## src/inverse_park_svpwm_duty_defines.svh

```systemverilog
// Assertion macros for the inverse Park / SVPWM duty block.
// Included by modules that carry assertions; empty bodies under SYNTHESIS.
`ifndef INVERSE_PARK_SVPWM_DUTY_DEFINES_SVH
`define INVERSE_PARK_SVPWM_DUTY_DEFINES_SVH
`ifndef SYNTHESIS
`define IPSD_ASSERT(lbl, clk, rst, prop) \
  lbl: assert property (@(posedge clk) disable iff (rst) prop) \
    else $error("ipsd assertion failed");
`define IPSD_ASSERT_NEXT(lbl, clk, rst, ante, cons) \
  lbl: assert property (@(posedge clk) disable iff (rst) (ante) |=> (cons)) \
    else $error("ipsd assertion failed");
`else
`define IPSD_ASSERT(lbl, clk, rst, prop)
`define IPSD_ASSERT_NEXT(lbl, clk, rst, ante, cons)
`endif
`endif

```

## src/ipsd_pkg.sv

```systemverilog
// Shared types, constants and tables for the inverse Park / SVPWM duty block.
// No dependencies.
package ipsd_pkg;

  localparam int CORDIC_STEPS = 24;
  localparam int XW = 32;   // CORDIC x/y width
  localparam int ZW = 34;   // CORDIC angle width, turn * 2^32
  localparam int QB = 17;   // quotient bits of the time divider
  localparam int DW = 37;   // dividend width of the time divider

  localparam logic signed [XW-1:0] KINV_Q30       = 32'sd652032874;
  localparam logic signed [XW-1:0] HALF_SQRT3_Q30 = 32'sd929887697;
  localparam logic [16:0]          SQRT3_Q16      = 17'd113512;
  localparam logic signed [XW-1:0] MAG_MIN_Q20    = 32'sd1049;
  localparam logic signed [ZW-1:0] TURN_HALF      = 34'sd2147483648;
  localparam logic signed [ZW-1:0] TURN_QUARTER   = 34'sd1073741824;

  typedef enum logic {
    REG_POLE_PAIRS = 1'b0,
    REG_PWM_PERIOD = 1'b1
  } ipsd_reg_t;

  typedef enum logic [2:0] {
    SEC_0 = 3'd0,
    SEC_1 = 3'd1,
    SEC_2 = 3'd2,
    SEC_3 = 3'd3,
    SEC_4 = 3'd4,
    SEC_5 = 3'd5
  } ipsd_sector_t;

  // sideband riding along the third CORDIC
  typedef struct packed {
    logic [15:0] vbus;
    logic [31:0] mag;
    logic [2:0]  sector;
  } ipsd_side_t;

  function automatic logic signed [ZW-1:0] atan_turn(input int unsigned idx);
    logic signed [ZW-1:0] r;
    unique case (idx)
      0:  r = 34'sd536870912;
      1:  r = 34'sd316933406;
      2:  r = 34'sd167458907;
      3:  r = 34'sd85004756;
      4:  r = 34'sd42667331;
      5:  r = 34'sd21354465;
      6:  r = 34'sd10679838;
      7:  r = 34'sd5340245;
      8:  r = 34'sd2670163;
      9:  r = 34'sd1335087;
      10: r = 34'sd667544;
      11: r = 34'sd333772;
      12: r = 34'sd166886;
      13: r = 34'sd83443;
      14: r = 34'sd41722;
      15: r = 34'sd20861;
      16: r = 34'sd10430;
      17: r = 34'sd5215;
      18: r = 34'sd2608;
      19: r = 34'sd1304;
      20: r = 34'sd652;
      21: r = 34'sd326;
      22: r = 34'sd163;
      23: r = 34'sd81;
      default: r = '0;
    endcase
    return r;
  endfunction

  // start of each sector in turn * 2^32, rounded up
  function automatic logic [31:0] sect_base(input logic [2:0] s);
    logic [31:0] r;
    unique case (s)
      SEC_0:   r = 32'd0;
      SEC_1:   r = 32'd715827883;
      SEC_2:   r = 32'd1431655766;
      SEC_3:   r = 32'd2147483648;
      SEC_4:   r = 32'd2863311531;
      SEC_5:   r = 32'd3579139414;
      default: r = 32'd0;
    endcase
    return r;
  endfunction

endpackage

```

## src/ipsd_div.sv

```systemverilog
// Pipelined saturating restoring divider, one quotient bit per stage.
// Depends on ipsd_pkg (quotient and dividend widths).
module ipsd_div
  import ipsd_pkg::*;
#(
  parameter int SIDE_W = 3
) (
  input  logic              clk,
  input  logic              rst,
  input  logic              en,
  input  logic              in_valid,
  input  logic [DW-1:0]     in_num,
  input  logic [15:0]       in_den,
  input  logic [SIDE_W-1:0] in_side,
  output logic              out_valid,
  output logic [QB-1:0]     out_q,
  output logic              out_sat,
  output logic [SIDE_W-1:0] out_side
);

  logic              vld  [QB+1];
  logic [15:0]       rem  [QB+1];
  logic [QB-1:0]     num  [QB+1];
  logic [QB-1:0]     quo  [QB+1];
  logic              sat  [QB+1];
  logic [15:0]       den  [QB+1];
  logic [SIDE_W-1:0] side [QB+1];

  // quotient would not fit in QB bits (also covers a zero divisor)
  assign vld[0]  = in_valid;
  assign sat[0]  = in_num >= {{(DW-QB-16){1'b0}}, in_den, {QB{1'b0}}};
  assign rem[0]  = in_num[QB+15:QB];
  assign num[0]  = in_num[QB-1:0];
  assign quo[0]  = '0;
  assign den[0]  = in_den;
  assign side[0] = in_side;

  for (genvar i = 0; i < QB; i++) begin : g_bit
    logic [16:0] trial;
    logic        ge;
    logic [16:0] diff;

    assign trial = {rem[i], num[i][QB-1]};
    assign ge    = trial >= {1'b0, den[i]};
    assign diff  = trial - {1'b0, den[i]};

    always_ff @(posedge clk) begin
      if (rst) begin
        vld[i+1] <= 1'b0;
      end else if (en) begin
        vld[i+1] <= vld[i];
      end
    end

    always_ff @(posedge clk) begin
      if (en) begin
        rem[i+1]  <= ge ? diff[15:0] : trial[15:0];
        num[i+1]  <= {num[i][QB-2:0], 1'b0};
        quo[i+1]  <= {quo[i][QB-2:0], ge};
        sat[i+1]  <= sat[i];
        den[i+1]  <= den[i];
        side[i+1] <= side[i];
      end
    end
  end

  assign out_valid = vld[QB];
  assign out_q     = quo[QB];
  assign out_sat   = sat[QB];
  assign out_side  = side[QB];

endmodule

```

## config.mk

```make
export PLATFORM = sky130hd
export DESIGN_NAME = ipsd_div
export DESIGN_NICKNAME = d
export VERILOG_FILES = /design/src/inverse_park_svpwm_duty_defines.svh /design/src/ipsd_pkg.sv /design/src/ipsd_div.sv
export SDC_FILE = /design/constraint.sdc
export NUM_CORES = 1
export LEC_CHECK = 0
export BUFFER_PORTS_ARGS = -buffer_cell sky130_fd_sc_hd__buf_2
export CAP_MARGIN = 0
export CELL_PAD_IN_SITES_DETAIL_PLACEMENT = 1
export CELL_PAD_IN_SITES_GLOBAL_PLACEMENT = 1
export CORE_ASPECT_RATIO = 0.75
export CORE_UTILIZATION = 40
export DETAILED_ROUTE_END_ITERATION = 8
export PLACE_DENSITY_LB_ADDON = 0.05
export SYNTH_ARGS = -nofsm -noshare
export SYNTH_HDL_FRONTEND = slang
export SYNTH_SLANG_ARGS = --single-unit
```

## constraint.sdc

```tcl
create_clock -name clk -period 9.6 [get_ports clk]
set_clock_uncertainty 0.15 [all_clocks]
set_input_delay 1.92 -clock clk [delete_from_list [all_inputs] [get_ports clk]]
set_output_delay 1.92 -clock clk [all_outputs]
set_load 0.05 [all_outputs]
```

After elaboration in Yosys (flattened, before gate mapping)
Cells that the tools add are included.
Widths: inputs -> output; s select.
Cells by class
  add/subtract/negate cells: 16
  multiply operators: 0
  div/mod/pow operators: 0
  order comparisons: 18
  eq/ne operators: 0
  shift-type cells: 0
  muxes and demuxes: 16
  bitwise logic cells: 0
  reductions and logical operators: 0
Operators with widths (count)
  $ge 17x16->1: 17
  $mux 16: 16
  $sub 16x16->16: 16
  $ge 37x33->1: 1
Word-level totals
  register bits after elaboration: 886
  bits in latches: 0
  memory bits (writable): 0
  bits in read-only memories: 0
  input bits: 60
  output and inout bits: 22
  memories: 0

Longest topological paths before layout
Gate-level depths: netlist (run 1).
  depth in word-level cells: 2
  mapped depth: 13
  gate-level depth less buffers: 12

Worst setup path after synthesis (run 1)
OpenSTA, ideal clock, no wires.
  path type: in2reg
  start: input port in_den[1]
  end: register rem, in the netlist g_bit[1].trial[9] (data pin)
  library setup time: 0.260 ns
  arrival time: 4.156 ns
  data required time: 9.190 ns
  path slack: 5.034 ns
  stages on the path: 13
  buffers on the path: 2
  path through: inv_1 ha_1 nor2b_1 o21ai_2 a21boi_1 or4_1 and3b_1 o21ai_2 o21ai_2 a21o_1 buf_6 buf_6 mux2_4
On the way
  cells in the longest elaborated chain, start to end: 2
  elaborated cells on any way between the ends: 3
RTL lines
  from (decl): RTL line ipsd_div.sv:13  | input logic [15:0] in_den,
  $ge 17x16->1: RTL line ipsd_div.sv:44  | assign ge = trial >= {1'b0, den[i]};
  via g_bit[0].ge: RTL line ipsd_div.sv:40  | logic ge;
  $mux 16: RTL line ipsd_div.sv:57  | rem[i+1] <= ge ? diff[15:0] : trial[15:0];
  to (signal, indexed assignment): RTL line ipsd_div.sv:57
  to (decl): RTL line ipsd_div.sv:22  | logic [15:0] rem [QB+1];
The timed path passes the listed nets, and every way through them passes these cells.
A chain may end at the register's enable or synchronous reset.

Worst setup path in the final report (run 1)
  start: input port in_den[1]
  end: register rem, in the netlist g_bit[1].trial[9] (data pin)
On the way
  cells in the longest elaborated chain, start to end: 2
  elaborated cells on any way between the ends: 3
RTL lines (RTL line)
  $sub 16x16->16 / $ge 17x16->1 (equally long branches): ipsd_div.sv:45, ipsd_div.sv:44
  $mux 16 *: ipsd_div.sv:57
Mark *: on every way between the ends. The rest lies on a longest branch, timed or not.

==> results of run 1 <==
## kinds of logic after synthesis
| family | after synthesis | share of synthesized area, % |
|---|---|---|
| compound gates | 628 | 9.45 |
| xor+xnor | 192 | 3.95 |
| fa+ha+maj | 304 | 9.22 |
| buf+inv | 399 | 4.01 |
| flops | 886 | 62.1 |
| mux | 188 | 4.93 |
| simple gates | 562 | 6.37 |
## synthesized netlist by cell type (all sizes together) (11+ instances only)
cell type	count	share of area [%]
mux2	152	4.1
a21o	62	1.1
a211o	14	0.29
o21a	50	0.88
fa	16	0.75
ha	288	8.5
o21ai	173	2.1
edfxtp	869	61
nand4	42	0.62
clkbuf	13	0.11
a31oi	19	0.31
o211ai	11	0.21
inv	343	3.0
a21oi	198	2.4
nor4	15	0.24
nor2b	49	0.76
mux2i	36	0.85
nor2	171	1.5
buf	43	0.87
a211oi	13	0.32
nand2b	35	0.51
xor2	67	1.4
and3	12	0.18
a21boi	14	0.25
dfxtp	17	0.80
xnor2	125	2.6
nor3	40	0.47
o31ai	12	0.26
o21bai	14	0.25
nand3	24	0.28
nand2	142	1.3
## sequential cells by signal (all words and copies together), names as in the netlist
name,count
den,256
g_bit.trial,272
num,120
out_q,17
out_sat,1
out_side,3
out_valid,1
quo,136
sat,16
side,48
vld,16
## layer usage
layer	vias up	global-route usage (%)
met2	347	22.7
met3	113	3.24
met4	0	3.71
met5	-	0
li1	11900	-
met1	12100	30.2
## stage by stage
step / power, uW / cells / instance area, um^2 / worst slack (ps) / util, %
CTS: 15200 / 4792 / 47600 / 5280 / 45.2
global placement: 11200 / 4614 / 44500 / 4560 / 42.2
detailed placement: 11400 / 4614 / 44500 / 4510 / 42.2
floorplan: 9860 / 3159 / 42600 / 5030 / -
global route: 16000 / 4792 / 47600 / 5080 / 45.2
finish: 15000 / 4792 / 47600 / 5240 / 45.2
## final cells by class
type / instances / area (um^2) / share of cell area (%)
clock buffers: 117 / 2460 / 5.16
clock inverters: 61 / 649 / 1.36
inverters: 343 / 1290 / 2.70
multi-input cells: 1874 / 14500 / 30.4
flip-flops and latches: 886 / 26400 / 55.5
well taps: 1417 / 1770 / 3.72
repair buffers: 94 / 563 / 1.18
## report_power, final
part / internal [uW] / total (uW) / leakage (uW) / switching (uW)
Sequential: 5380 / 5840 / 0.00862 / 463
Clock: 2090 / 3670 / 0.00150 / 1580
Combinational: 2460 / 5540 / 0.00855 / 3080
Total: 9920 / 15000 / 0.0187 / 5120
## path summary, 6_finish.rpt
check             startpoint           endpoint  cells past startpoint
setup / recovery   in_den[1]  g_bit[1].trial[9]                     12
hold / removal       quo[96]            quo[80]                      0
setup reg to reg    den[161]  g_bit[8].trial[4]                     11
hold reg to reg      quo[96]            quo[80]                      0
## critical path, stage by stage
cell,delay (ps)
buf_2,120
inv_1,70
ha_1,290
nor2b_1,150
o21ai_2,130
a21boi_1,110
or4_1,490
and3b_1,220
o21ai_2,190
o21ai_2,90
a21o_1,450
mux2_4,400
==> results.tsv, run 1 <==
metric	value	unit
gr-total-overflow	0	
final_nets	3658	
routed-via-count	24500	
setup_viol	0	
worst_pin_slew	1300	ps
fin_crit	4360	ps
synth_cells	3159	
synth_edf_count	869	
port-buffer-count	81	
drt_iter0_drc	1573	
synthToLayoutAreaGrowth	11.9	%
hold_slack	259	ps
track_usage	17.8	%
p_leak	0.0187	uW
drive_gt1_share	12.3	%
dieArea	0.108	mm^2
postRouteAntennaNets	0	
dp_hpwl	69.6	mm
cts_buffers	95	
synth_cell_types	80	
ir_drop	0.000154	V
cts_buffer_depth	3	
maxCapViolCount	0	
dr.max_layer_used	met4	
wl_per_cell	19.8	um
route.detailed.drc	0	
dieWidth	379	um
holdBufCountCts	0	
rsz0062_at_grt	no	
critPathCaptureType	flop	
cts_sinks	886	
power_density	316	mW/mm^2
required	9890	ps
grt_max_degree	146	
syn-num-nets	3523	
ys_seq_area_share	62.1	%
path_class	in -> reg	
ios	82	
final_cell_mix	869 x edfxtp_1, 343 x inv_1, 288 x ha_1	
core_area	0.105	mm^2
hold_violations	0	
fmax	0.229	GHz
crit_arrival	4650	ps
reg2reg_slack	5430	ps
ys_seq_elements	886	
postCtsSetupRepairBufs	0	
post-route-period-util	45.4	%
status	completed	
dr_wl_met2	35.5	mm
drt_first_pass_iters	5	
slew_headroom	13.0	%
chipHeight	285	um
async_reset_ff_share	0	%
drv_slew	0	
antenna_found_initial	0	
netlist_area	0.0426	mm^2
grt_pass1_vias	25100	
clk_pin_slew	60	ps
place.gp.congestion	0.850	
yosysWarningCount	0	
initial_core_util	40.4	%
via_per_inst	5.11	
mostFrequentLayoutCell	edfxtp_1	
crit_path_start_kind	input port	
antenna_cells	0	
hold_path_class	reg -> reg	
setup_tns	0	ps
rows	103	
clockRootBuffer	clkbuf_16	
synth.avg_cell_area	13.5	um^2
grt_pass1_wl	149	mm
clkLatencyLatePin	690	ps
wl_met3	3.81	mm
cts-resized-gates	0	
htreeDepth	3	
critPathMaxFanout	16	
fillers	10800	
cts_tree	built	
m1WireLength	54.2	mm
drt-total-wl	95.1	mm
ys.flop_type	edfxtp_1	
Note: power is estimated with default switching activity, not from simulation.
==> run 2, diff against run 1 <==
clock period = 4.03 ns   (was 9.6 ns; I/O delays follow)
==> run 2 against run 1 <==
Effect of this change:
- utilization increased by 0.49 points
- first-iteration DRC count down 5.7%
- via count increased by 1.1%
- critical path type is now reg -> reg
- critical endpoint is now g_bit[11].trial[11]
==> results.tsv, run 2 (synthesis results as in run 1) <==
metric	value	unit	change
status	completed		
post-place-ws	253	ps	-4260 ps
p_leak	0.0190	uW	+1.6%
sw_frac_of_total	33.7	%	-0.33 points
switching_power	12200	uW	+140%
crit_path_start_kind	flop		
rsz0062_at_grt	no		
slowest_stage	edfxtp_1		
routed-via-count	24800		+1.1%
maxCapViolCount	0		unchanged
fin_crit	3700	ps	
dieWidth	379	um	unchanged
required	4320	ps	-5570 ps
largest_reg_flops	272		unchanged
critPathCaptureType	flop		
route.detailed.drc	0		unchanged
fillers	10900		+0.86%
via_per_inst	5.12		+0.12%
worst_pin_slew	1090	ps	-208 ps
initial_core_util	40.4	%	unchanged
drt_first_pass_iters	5		unchanged
grt_max_degree	102		-30%
cts_buffer_depth	3		unchanged
grt_pass1_wl	152	mm	+2.2%
gr-total-overflow	0		unchanged
worst_slack	334	ps	-4910 ps
drive_gt1_share	13.5	%	+1.2 points
core_area	0.105	mm^2	unchanged
final_cell_mix	869 x edfxtp_1, 343 x inv_1, 288 x ha_1		
antenna_cells	0		unchanged
clk_pin_slew	60	ps	about the same
path_class	reg -> reg		
ir_drop	0.000372	V	+140%
wl_per_cell	20.1	um	+1.3%
mostFrequentLayoutCell	edfxtp_1		
hold_violations	0		unchanged
cts-resized-gates	0		unchanged
cts_tree	built		
crit_arrival	3990	ps	-660 ps
cts_buffers	93		-2.1%
wl_met3	3.84	mm	+0.68%
critPathMaxStageDelay	470	ps	-20 ps
power_density	751	mW/mm^2	+140%
port-buffer-count	81		unchanged
clockRootBuffer	clkbuf_16		
track_usage	18.3	%	+0.51 points
drt_iter0_drc	1483		-5.7%
htreeDepth	3		unchanged
synthToLayoutAreaGrowth	13.1	%	
power_frac_clock	24.4	%	about the same
fmax	0.271	GHz	
clkLatencyLatePin	710	ps	+20 ps
internal_power	24000	uW	+140%
crit_chain	inv_1 > ha_1 > nor2b_1 > o21ai_0 > a21boi_0 > o21ai_1 > buf_4 > o21ai_0 > nand3_1 > nand3_1 > a211oi_4 > buf_12 > mux2_2		
dieArea	0.108	mm^2	unchanged
slew_headroom	27.1	%	+14 points
postRouteAntennaNets	0		unchanged
dp_hpwl	72.5	mm	+4.1%
setup_tns	0	ps	unchanged
hold_slack	137	ps	-122 ps
pwr-share-comb	36.7	%	about the same
grt_pass1_vias	25400		+1.3%
cts_sinks	886		unchanged
postCtsSetupRepairBufs	0		unchanged
ios	82		unchanged
dr_wl_met2	37.0	mm	+4.2%
drt-total-wl	97.2	mm	+2.3%
finalPower	36100	uW	+140%
seqPwrFrac	38.9	%	about the same
m1WireLength	54.8	mm	+1.1%
final_nets	3708		+1.4%
chipHeight	285	um	unchanged
critPathMaxFanout	17		+1
post-route-period-util	91.7	%	
antenna_found_initial	3		+3
hold_path_class	in -> reg		
dr.max_layer_used	met4		
place.gp.congestion	0.813		-4.3%
holdBufCountCts	0		unchanged
rows	103		unchanged
drv_slew	0		unchanged
setup_viol	0		unchanged
## run 2: cell count changes in the layout (fill, tap and decap cells not counted), moves of 3 or more
cell,previous run,this run
buf_12,4,11
buf_4,9,54
clkinv_16,1,5
clkinv_2,16,13
clkinv_8,5,0
## run 2: cell type report
class | instances | area, um^2 | area share [%]
inverter | 343 | 1290 | 2.67
timing repair buffer | 146 | 1040 | 2.16
multi-input combinational | 1874 | 14500 | 30.0
sequential | 886 | 26400 | 54.9
tap | 1417 | 1770 | 3.68
clock buffer | 117 | 2440 | 5.06
clock inverter | 56 | 713 | 1.48
## run 2: power groups by stage
| stage | logic (uW) | registers [uW] | clock network, uW |
|---|---|---|---|
| 2_1_floorplan | 10000 | 13500 | 0 |
| 3_3_place_gp | 12800 | 14200 | 0 |
| 3_5_place_dp | 13200 | 14200 | 0 |
| 4_1_cts | 13300 | 14100 | 9130 |
| 5_1_grt | 14800 | 14200 | 9420 |
| 6_report | 13300 | 14000 | 8810 |
## run 2: worst max-delay path: cells and delay by family, from the launching register on
kind	cells	cell delay [ps]
AOI/OAI and AO/OA	5	1160
buffers and inverters	3	470
DFF	1	470
and+or+nand+nor	3	420
muxes	1	390
adders and majority gates	1	340
## run 2: through the flow
stage               cell area [um^2]  util (%)  instances
floorplan                      42600         -       3159
global placement               45000      42.7       4666
detailed placement             45000      42.7       4666
CTS                            48100      45.7       4839
global route                   48100      45.7       4839
finish                         48100      45.7       4839
## run 2: routing by layer
layer  GRT usage [%]  up-vias
met5               0        -
met4            3.87        0
met3            2.98      118
met2            23.9      401
met1            30.8    12200
li1                -    12000
## run 2: worst paths after layout
| kind | startpoint | endpoint | slack (ps) | depth (start not counted) |
|---|---|---|---|---|
| setup reg to reg | den[113] | g_bit[11].trial[11] | 330 | 13 |
| setup / recovery | den[113] | g_bit[11].trial[11] | 330 | 13 |
| hold reg to reg | quo[121] | quo[105] | 260 | 0 |
| hold / removal | in_side[1] | side[49] | 140 | 1 |
